File: config.mk
export PLATFORM = sky130hd
export DESIGN_NAME = multichannel_packet_deframer
export DESIGN_NICKNAME = d
export VERILOG_FILES = /design/src/sv/dfr_pkg.sv /design/src/sv/dfr_ram.sv /design/src/sv/dfr_front.sv /design/src/sv/dfr_back.sv /design/src/sv/multichannel_packet_deframer.sv
export SDC_FILE = /design/constraint.sdc
export NUM_CORES = 1
export LEC_CHECK = 0
export BUFFER_PORTS_ARGS = -buffer_cell sky130_fd_sc_hd__buf_2
export CAP_MARGIN = 20
export CORE_ASPECT_RATIO = 0.7
export CORE_MARGIN = 2
export CORE_UTILIZATION = 55
export CTS_CLUSTER_DIAMETER = 80
export DETAILED_ROUTE_END_ITERATION = 10
export HOLD_SLACK_MARGIN = 0.02
export PLACE_DENSITY_LB_ADDON = 0.2
export SLEW_MARGIN = 10
export SYNTH_ARGS = -nofsm -noshare
export SYNTH_HDL_FRONTEND = slang
export SYNTH_SLANG_ARGS = --single-unit
export TNS_END_PERCENT = 10
File: constraint.sdc
create_clock -name clk -period 2.69 [get_ports clk]
set_input_delay 0.269 -clock clk [delete_from_list [all_inputs] [get_ports clk]]
set_output_delay 0.269 -clock clk [all_outputs]
set_load 0.005 [all_outputs]
File: src/sv/dfr_pkg.sv
// Shared types, constants and defaults for the multichannel packet deframer.
package dfr_pkg;

  localparam int DEF_CHANNELS = 8;
  localparam int QUEUE_DEPTH  = 2;

  localparam logic [7:0] RST_START_BYTE      = 8'hFF;
  localparam logic [7:0] RST_END_BYTE_FIRST  = 8'h0D;
  localparam logic [7:0] RST_END_BYTE_SECOND = 8'h0A;
  localparam logic [7:0] RST_MAX_LENGTH      = 8'd255;

  typedef enum logic [1:0] {
    CFG_START_BYTE      = 2'd0,
    CFG_END_BYTE_FIRST  = 2'd1,
    CFG_END_BYTE_SECOND = 2'd2,
    CFG_MAX_LENGTH      = 2'd3
  } cfg_index_t;

  typedef enum logic [1:0] {
    MODE_HUNT = 2'd0,
    MODE_DATA = 2'd1,
    MODE_END  = 2'd2
  } frame_mode_t;

  typedef struct packed {
    logic [2:0] channel;
    logic [7:0] rx_byte;
  } in_item_t;

  typedef struct packed {
    logic [2:0] out_channel;
    logic [7:0] out_byte;
    logic [7:0] byte_position;
    logic       first_of_packet;
    logic       last_of_packet;
    logic       overflow;
  } out_item_t;

  typedef struct packed {
    logic [7:0] start_byte;
    logic [7:0] end_byte_first;
    logic [7:0] end_byte_second;
    logic [7:0] max_length;
  } cfg_t;

  typedef struct packed {
    frame_mode_t mode;
    logic [7:0]  pos;
  } chan_state_t;

  localparam chan_state_t RST_CHAN_STATE = '{mode: MODE_HUNT, pos: 8'd0};

endpackage

File: src/sv/dfr_ram.sv
// Generic single-write, single-read RAM with a registered read port.
module dfr_ram #(
  parameter int WIDTH = 8,
  parameter int DEPTH = 8
) (
  input  logic                                   clk,
  input  logic                                   we,
  input  logic [((DEPTH > 1) ? $clog2(DEPTH) : 1)-1:0] waddr,
  input  logic [WIDTH-1:0]                       wdata,
  input  logic                                   re,
  input  logic [((DEPTH > 1) ? $clog2(DEPTH) : 1)-1:0] raddr,
  output logic [WIDTH-1:0]                       rdata
);

  logic [WIDTH-1:0] mem_r [DEPTH];
  logic [WIDTH-1:0] rdata_r;

  always_ff @(posedge clk) begin
    if (we) begin
      mem_r[waddr] <= wdata;
    end
    if (re) begin
      rdata_r <= mem_r[raddr];
    end
  end

  assign rdata = rdata_r;

endmodule

File: src/sv/dfr_front.sv
// Input side: accepts bytes, drops absent channels and queues the rest.
module dfr_front #(
  parameter int CHANNELS = dfr_pkg::DEF_CHANNELS
) (
  input  logic              clk,
  input  logic              rst_n,
  input  logic              in_valid,
  output logic              in_ready,
  input  dfr_pkg::in_item_t in_data,
  output logic              q_valid,
  output dfr_pkg::in_item_t q_item,
  input  logic              q_pop
);
  import dfr_pkg::*;

  localparam int PW = (QUEUE_DEPTH > 1) ? $clog2(QUEUE_DEPTH) : 1;
  localparam int CW = $clog2(QUEUE_DEPTH + 1);
  localparam logic [PW-1:0] LAST_PTR = PW'(QUEUE_DEPTH - 1);
  localparam logic [CW-1:0] FULL_CNT = CW'(QUEUE_DEPTH);

  in_item_t        entry_r [QUEUE_DEPTH];
  logic [PW-1:0]   wr_ptr_r, wr_ptr_nxt;
  logic [PW-1:0]   rd_ptr_r, rd_ptr_nxt;
  logic [CW-1:0]   count_r, count_nxt;
  logic            present;
  logic            push;
  logic            pop;

  assign present  = 32'(in_data.channel) < CHANNELS;
  assign in_ready = count_r != FULL_CNT;
  assign push     = in_valid && in_ready && present;
  assign q_valid  = count_r != '0;
  assign pop      = q_pop && q_valid;
  assign q_item   = entry_r[rd_ptr_r];

  always_comb begin
    wr_ptr_nxt = wr_ptr_r;
    rd_ptr_nxt = rd_ptr_r;
    count_nxt  = count_r;
    if (push) begin
      wr_ptr_nxt = (wr_ptr_r == LAST_PTR) ? '0 : wr_ptr_r + 1'b1;
    end
    if (pop) begin
      rd_ptr_nxt = (rd_ptr_r == LAST_PTR) ? '0 : rd_ptr_r + 1'b1;
    end
    if (push && !pop) begin
      count_nxt = count_r + 1'b1;
    end else if (pop && !push) begin
      count_nxt = count_r - 1'b1;
    end
  end

  always_ff @(posedge clk) begin
    if (!rst_n) begin
      wr_ptr_r <= '0;
      rd_ptr_r <= '0;
      count_r  <= '0;
    end else begin
      wr_ptr_r <= wr_ptr_nxt;
      rd_ptr_r <= rd_ptr_nxt;
      count_r  <= count_nxt;
    end
  end

  always_ff @(posedge clk) begin
    if (push) begin
      entry_r[wr_ptr_r] <= in_data;
    end
  end

endmodule

File: src/sv/dfr_back.sv
// Framing side: per-channel state update, result build and output register.
module dfr_back #(
  parameter int CHANNELS = dfr_pkg::DEF_CHANNELS
) (
  input  logic               clk,
  input  logic               rst_n,
  input  dfr_pkg::cfg_t      cfg,
  input  logic               q_valid,
  input  dfr_pkg::in_item_t  q_item,
  output logic               q_pop,
  output logic               out_valid,
  input  logic               out_ready,
  output dfr_pkg::out_item_t out_data
);
  import dfr_pkg::*;

  localparam int AW = (CHANNELS > 1) ? $clog2(CHANNELS) : 1;
  localparam int SW = $bits(chan_state_t);

  logic              b_valid_r;
  in_item_t          b_item_r;
  logic              byp_r;
  chan_state_t       byp_data_r;
  logic              vld_rd_r;
  logic [CHANNELS-1:0] ent_vld_r;
  logic              out_valid_r;
  out_item_t         out_data_r;

  logic              out_free;
  logic              b_fire;
  logic              advance_b;
  logic [AW-1:0]     raddr;
  logic [AW-1:0]     waddr;
  logic [SW-1:0]     rdata;
  chan_state_t       st;
  chan_state_t       st_nxt;
  out_item_t         res;
  logic              res_v;

  assign out_free  = !out_valid_r || out_ready;
  assign b_fire    = b_valid_r && out_free;
  assign advance_b = !b_valid_r || out_free;
  assign q_pop     = q_valid && advance_b;
  assign raddr     = AW'(q_item.channel);
  assign waddr     = AW'(b_item_r.channel);

  dfr_ram #(
    .WIDTH (SW),
    .DEPTH (CHANNELS)
  ) u_state_ram (
    .clk   (clk),
    .we    (b_fire),
    .waddr (waddr),
    .wdata (st_nxt),
    .re    (q_pop),
    .raddr (raddr),
    .rdata (rdata)
  );

  always_comb begin
    if (byp_r) begin
      st = byp_data_r;
    end else if (vld_rd_r) begin
      st = chan_state_t'(rdata);
    end else begin
      st = RST_CHAN_STATE;
    end
  end

  always_comb begin
    st_nxt = st;
    unique case (st.mode) inside
      MODE_HUNT: begin
        if (b_item_r.rx_byte == cfg.start_byte) begin
          st_nxt.mode = MODE_DATA;
          st_nxt.pos  = 8'd1;
        end
      end
      MODE_DATA, MODE_END: begin
        if (st.pos >= cfg.max_length) begin
          st_nxt = RST_CHAN_STATE;
        end else if (st.mode == MODE_END && b_item_r.rx_byte == cfg.end_byte_second) begin
          st_nxt = RST_CHAN_STATE;
        end else begin
          st_nxt.pos  = st.pos + 8'd1;
          st_nxt.mode = (st.mode == MODE_DATA && b_item_r.rx_byte == cfg.end_byte_first)
                        ? MODE_END : MODE_DATA;
        end
      end
      default: begin
        st_nxt = RST_CHAN_STATE;
      end
    endcase
  end

  always_comb begin
    res                 = '0;
    res.out_channel     = b_item_r.channel;
    res.out_byte        = b_item_r.rx_byte;
    res_v               = 1'b0;
    unique case (st.mode) inside
      MODE_HUNT: begin
        if (b_item_r.rx_byte == cfg.start_byte) begin
          res_v               = 1'b1;
          res.first_of_packet = 1'b1;
        end
      end
      MODE_DATA, MODE_END: begin
        res_v = 1'b1;
        if (st.pos >= cfg.max_length) begin
          res.overflow = 1'b1;
        end else begin
          res.byte_position  = st.pos;
          res.last_of_packet = st.mode == MODE_END
                               && b_item_r.rx_byte == cfg.end_byte_second;
        end
      end
      default: begin
        res_v = 1'b0;
      end
    endcase
  end

  always_ff @(posedge clk) begin
    if (!rst_n) begin
      b_valid_r   <= 1'b0;
      out_valid_r <= 1'b0;
      ent_vld_r   <= '0;
    end else begin
      if (q_pop) begin
        b_valid_r <= 1'b1;
      end else if (advance_b) begin
        b_valid_r <= 1'b0;
      end
      if (b_fire && res_v) begin
        out_valid_r <= 1'b1;
      end else if (out_ready) begin
        out_valid_r <= 1'b0;
      end
      if (b_fire) begin
        ent_vld_r[waddr] <= 1'b1;
      end
    end
  end

  always_ff @(posedge clk) begin
    if (q_pop) begin
      b_item_r   <= q_item;
      byp_r      <= b_fire && (waddr == raddr);
      byp_data_r <= st_nxt;
      vld_rd_r   <= ent_vld_r[raddr];
    end
    if (b_fire && res_v) begin
      out_data_r <= res;
    end
  end

  assign out_valid = out_valid_r;
  assign out_data  = out_data_r;

endmodule

File: src/sv/multichannel_packet_deframer.sv
// Top level of the multichannel packet deframer.
// The block takes one received byte per cycle, tagged with its channel, and
// sustains one transaction per clock when the result side is ready; the result
// of a byte passes through the queue and then the state read, after which the
// framing update loads the output register. The per-channel state memory is
// read as a byte leaves the queue, ahead of the update, and written back in the
// update cycle, with a bypass when two bytes of the same channel follow each
// other. Bytes for channels at or above CHANNELS are dropped. Per-channel state
// comes out of reset at once through valid bits, so no clearing pass is needed.
module multichannel_packet_deframer #(
  parameter int CHANNELS = dfr_pkg::DEF_CHANNELS
) (
  input  logic               clk,
  input  logic               rst_n,
  input  logic               in_valid,
  output logic               in_ready,
  input  dfr_pkg::in_item_t  in_data,
  output logic               out_valid,
  input  logic               out_ready,
  output dfr_pkg::out_item_t out_data,
  input  logic               cfg_we,
  input  logic [1:0]         cfg_index,
  input  logic [7:0]         cfg_wdata
);
  import dfr_pkg::*;

  cfg_t     cfg_r;
  logic     q_valid;
  in_item_t q_item;
  logic     q_pop;

  always_ff @(posedge clk) begin
    if (!rst_n) begin
      cfg_r.start_byte      <= RST_START_BYTE;
      cfg_r.end_byte_first  <= RST_END_BYTE_FIRST;
      cfg_r.end_byte_second <= RST_END_BYTE_SECOND;
      cfg_r.max_length      <= RST_MAX_LENGTH;
    end else if (cfg_we) begin
      unique case (cfg_index_t'(cfg_index))
        CFG_START_BYTE:      cfg_r.start_byte      <= cfg_wdata;
        CFG_END_BYTE_FIRST:  cfg_r.end_byte_first  <= cfg_wdata;
        CFG_END_BYTE_SECOND: cfg_r.end_byte_second <= cfg_wdata;
        CFG_MAX_LENGTH:      cfg_r.max_length      <= cfg_wdata;
        default: begin
        end
      endcase
    end
  end

  dfr_front #(
    .CHANNELS (CHANNELS)
  ) u_front (
    .clk      (clk),
    .rst_n    (rst_n),
    .in_valid (in_valid),
    .in_ready (in_ready),
    .in_data  (in_data),
    .q_valid  (q_valid),
    .q_item   (q_item),
    .q_pop    (q_pop)
  );

  dfr_back #(
    .CHANNELS (CHANNELS)
  ) u_back (
    .clk       (clk),
    .rst_n     (rst_n),
    .cfg       (cfg_r),
    .q_valid   (q_valid),
    .q_item    (q_item),
    .q_pop     (q_pop),
    .out_valid (out_valid),
    .out_ready (out_ready),
    .out_data  (out_data)
  );

endmodule

==> results.json <==
{
  "ys_ff_latch": 204,
  "cts_tree": "done",
  "grt_pass1_vias": 5458,
  "numPortBuffers": 49,
  "worstSkewPairLatency_ps": 500,
  "critPathArrivalTime_ps": 3080,
  "hpwl_microns": 12890,
  "ctsHtreeMaxLevel": 1,
  "synth_xor_area_share_pct": 3.286,
  "finalWirelength_microns": 20240,
  "static-leakage-power_nw": 3.978,
  "antenna_found_initial": 0,
  "cts_made_buffers": 20,
  "skew_ps": 15.55,
  "ys.flop_type": "edfxtp_1",
  "fin_nets": 864,
  "endpoint": "u_back.byp_data_r[5]",
  "fin_tns_setup_ps": -118.7,
  "final_cell_mix": "nand2_1, edfxtp_1, nand3_1",
  "ir_drop_v": 0.0007673,
  "hp-class": "input port to register",
  "yosys.area_share.simple_pct": 17.53,
  "synthesis.area_sq_mm": 0.008529,
  "syn-num-nets": 751,
  "max_freq_mhz": 369.4,
  "drc": 0,
  "grt_pass1_wl_microns": 29780,
  "cp_max_fo": 6,
  "drv_slew": 0,
  "placed_area_sq_mm": 0.009224,
  "crit_type": "register to register",
  "setup.worst_path.start": "u_back.byp_r",
  "finalCriticalPeriod_ps": 2707,
  "clkSinkCount": 204,
  "grt.overflow.total": 0,
  "r2r_slack_ps": -20,
  "die_w_microns": 152.8,
  "grt_max_degree": 49,
  "status": "complete, but fails checks",
  "drive_gt1_share_pct": 21.69,
  "postRouteAntennaNets": 0,
  "start_util_pct": 55.71,
  "std_cell_rows": 38,
  "cts_buffer_depth": 3,
  "fin_cells": 1039,
  "drt_first_pass_iters": 5,
  "synth_edf_count": 157,
  "ys_seq_area_share_pct": 66.30,
  "synthAdderAreaFrac_pct": 2.039,
  "wl_per_cell_microns": 19.48,
  "async_flop_share_pct": 0,
  "violations": "setup timing",
  "areaGrowthSynthToFinish_pct": 20.67,
  "holdWs_ps": 59.71,
  "grt_usage_pct": 23.47,
  "end_kind": "register",
  "finalWorstSetupSlack_ps": -17.32,
  "die-area_sq_mm": 0.01654,
  "finalCritPeriodShare_pct": 100.6,
  "netlist_instances": 712,
  "syn_avg_cell_area_sq_um": 11.98,
  "maxCapViolations": 0,
  "viasPerCell": 5.691,
  "vias": 5913,
  "final_area_sq_mm": 0.01029,
  "total_power_mw": 12.15,
  "rsz0062_at_grt": "true",
  "io_pins": 50,
  "powerDensity_mw_per_mm2": 1181,
  "worstPathRequired_ps": 3060,
  "synth_compound_area_share_pct": 5.677,
  "ff2ff_path_depth": 12,
  "slew_headroom_pct": 34.42,
  "synth_top_family_by_area": "simple AND/OR/NAND/NOR gates",
  "reg2reg_to": "u_back.byp_data_r[5]",
  "worstReg2RegStart": "u_back.byp_r",
  "cts_root_buf": "clkbuf_16",
  "die_y_microns": 108.2,
  "core-area_sq_mm": 0.01531,
  "synthMuxAreaShare_pct": 2.435,
  "final_hold_viol_count": 0,
  "drt_iter0_markers": 568,
  "worst_slew_pin_slew_ps": 981.5,
  "yosys_warnings": 0,
  "synthDistinctLibCells": 54,
  "setup_viol": 9,
  "final_common_cell": "nand2_1",
  "start_kind": "register",
  "cts.clk_slew.worst_paths_ps": 60,
  "dp.cells": 974,
  "num_antenna_cells": 0,
  "place.gp.congestion": 0.9498
}
how the worst min path moves through the flow:
stage / start / to / slack, ps / cells past startpoint
2_1_floorplan: in_data[0] / u_front.entry_r[0][0] / 370 / 0
3_3_place_gp: u_back.ent_vld_r[0] / u_back.ent_vld_r[0] / 450 / 1
3_5_place_dp: u_back.ent_vld_r[0] / u_back.ent_vld_r[0] / 460 / 1
4_1_cts: cfg_wdata[0] / cfg_r[16] / 50 / 3
5_1_grt: cfg_wdata[3] / cfg_r[27] / 70 / 3
6_report: cfg_wdata[0] / cfg_r[16] / 60 / 3
routing by layer:
metal,routed length [microns],share of wire (%),track usage (%)
met1,9274,46,35.11
met2,8931,44,36.03
met3,1609,7.9,4.248
met4,428,2.1,5.886
met5,0,0,0
cell families (layout without fill, tap and decap cells):
logic type | after synthesis | count (layout)
AO/OA/AOI/OAI | 70 | 71
adder cells (fa/ha/maj) | 14 | 14
multiplexers | 19 | 19
AND/OR/NAND/NOR | 324 | 324
XOR/XNOR | 32 | 32
flip-flops | 204 | 204
buffers and inverters | 49 | 175
registers in the layout (all words and copies together), names as in the netlist, named ones only:
signal,flops
u_back.u_state_ram.mem_r,80
cfg_r,32
u_back.out_data,22
u_front.entry_r,22
u_back.byp_data_r,10
u_back.u_state_ram.rdata,10
u_back.b_item_r,8
u_back.ent_vld_r,8
u_back.waddr,3
u_front.count_r,2
u_back.b_valid_r,1
u_back.byp_r,1
u_back.out_valid,1
u_back.vld_rd_r,1
u_front.rd_ptr_r,1
u_front.wr_ptr_r,1
what timing repair did:
action	CTS	global route
endpoints found under the hold margin	22	0
gates resized for setup	0	36
buffers inserted	3	11
pin swaps	0	11
hold buffers	11	0
endpoints found under the setup margin	18	92
gates cloned	0	4
metrics by stage:
| step | util [%] | setup WS [ps] |
|---|---|---|
| floorplan | - | -172.7 |
| global placement | 60.25 | 85.80 |
| detailed placement | 60.25 | 6.616 |
| CTS | 65.36 | 35.26 |
| global route | 67.23 | -110.3 |
| finish | 67.23 | -17.32 |
final cells by class:
class / instances / area, sq um
flip-flops and latches: 204 / 5655
fillers: 1119 / 5017
multi-input cells: 460 / 2813
repair buffers: 121 / 853.3
clock buffers: 31 / 591.8
well taps: 200 / 250.2
inverters: 18 / 67.56
clock inverters: 5 / 61.31
Yosys cell counts, drive strengths merged (4+ instances only):
library cell | number | area, sq um
nand2 | 175 | 664.4
edfxtp | 157 | 4715
nand3 | 81 | 405.4
dfxtp | 47 | 940.9
xnor2 | 27 | 236.5
o21ai | 25 | 125.1
clkbuf | 23 | 96.34
inv | 18 | 67.56
ha | 13 | 162.7
nor2 | 13 | 48.80
mux2i | 11 | 117.6
and3 | 10 | 62.56
o21a | 10 | 82.57
a21boi | 8 | 60.06
buf | 8 | 68.81
mux2 | 8 | 90.09
nor2b | 8 | 57.55
nand4 | 7 | 43.79
a21oi | 6 | 30.03
o211ai | 6 | 45.04
and2 | 5 | 31.28
nand2b | 5 | 31.28
nor3 | 5 | 25.02
xor2 | 5 | 43.79
a22o | 4 | 40.04
critical path: stages, from the launching register on:
cell,delay [ps]
edfxtp_1,420
buf_6,150
nor2b_4,170
buf_6,130
a22oi_2,60
inv_1,100
ha_1,240
and4_4,190
a221oi_4,280
o21a_4,220
nand2_4,90
o311ai_4,370
buf_6,160
where the power goes:
group          switching (mW)  internal, mW  leakage [nW]
registers               0.436          4.63          1.85
clock network            1.15          1.62         0.320
logic                    2.54          1.78          1.81
Power figures use the tool's default switching activity.
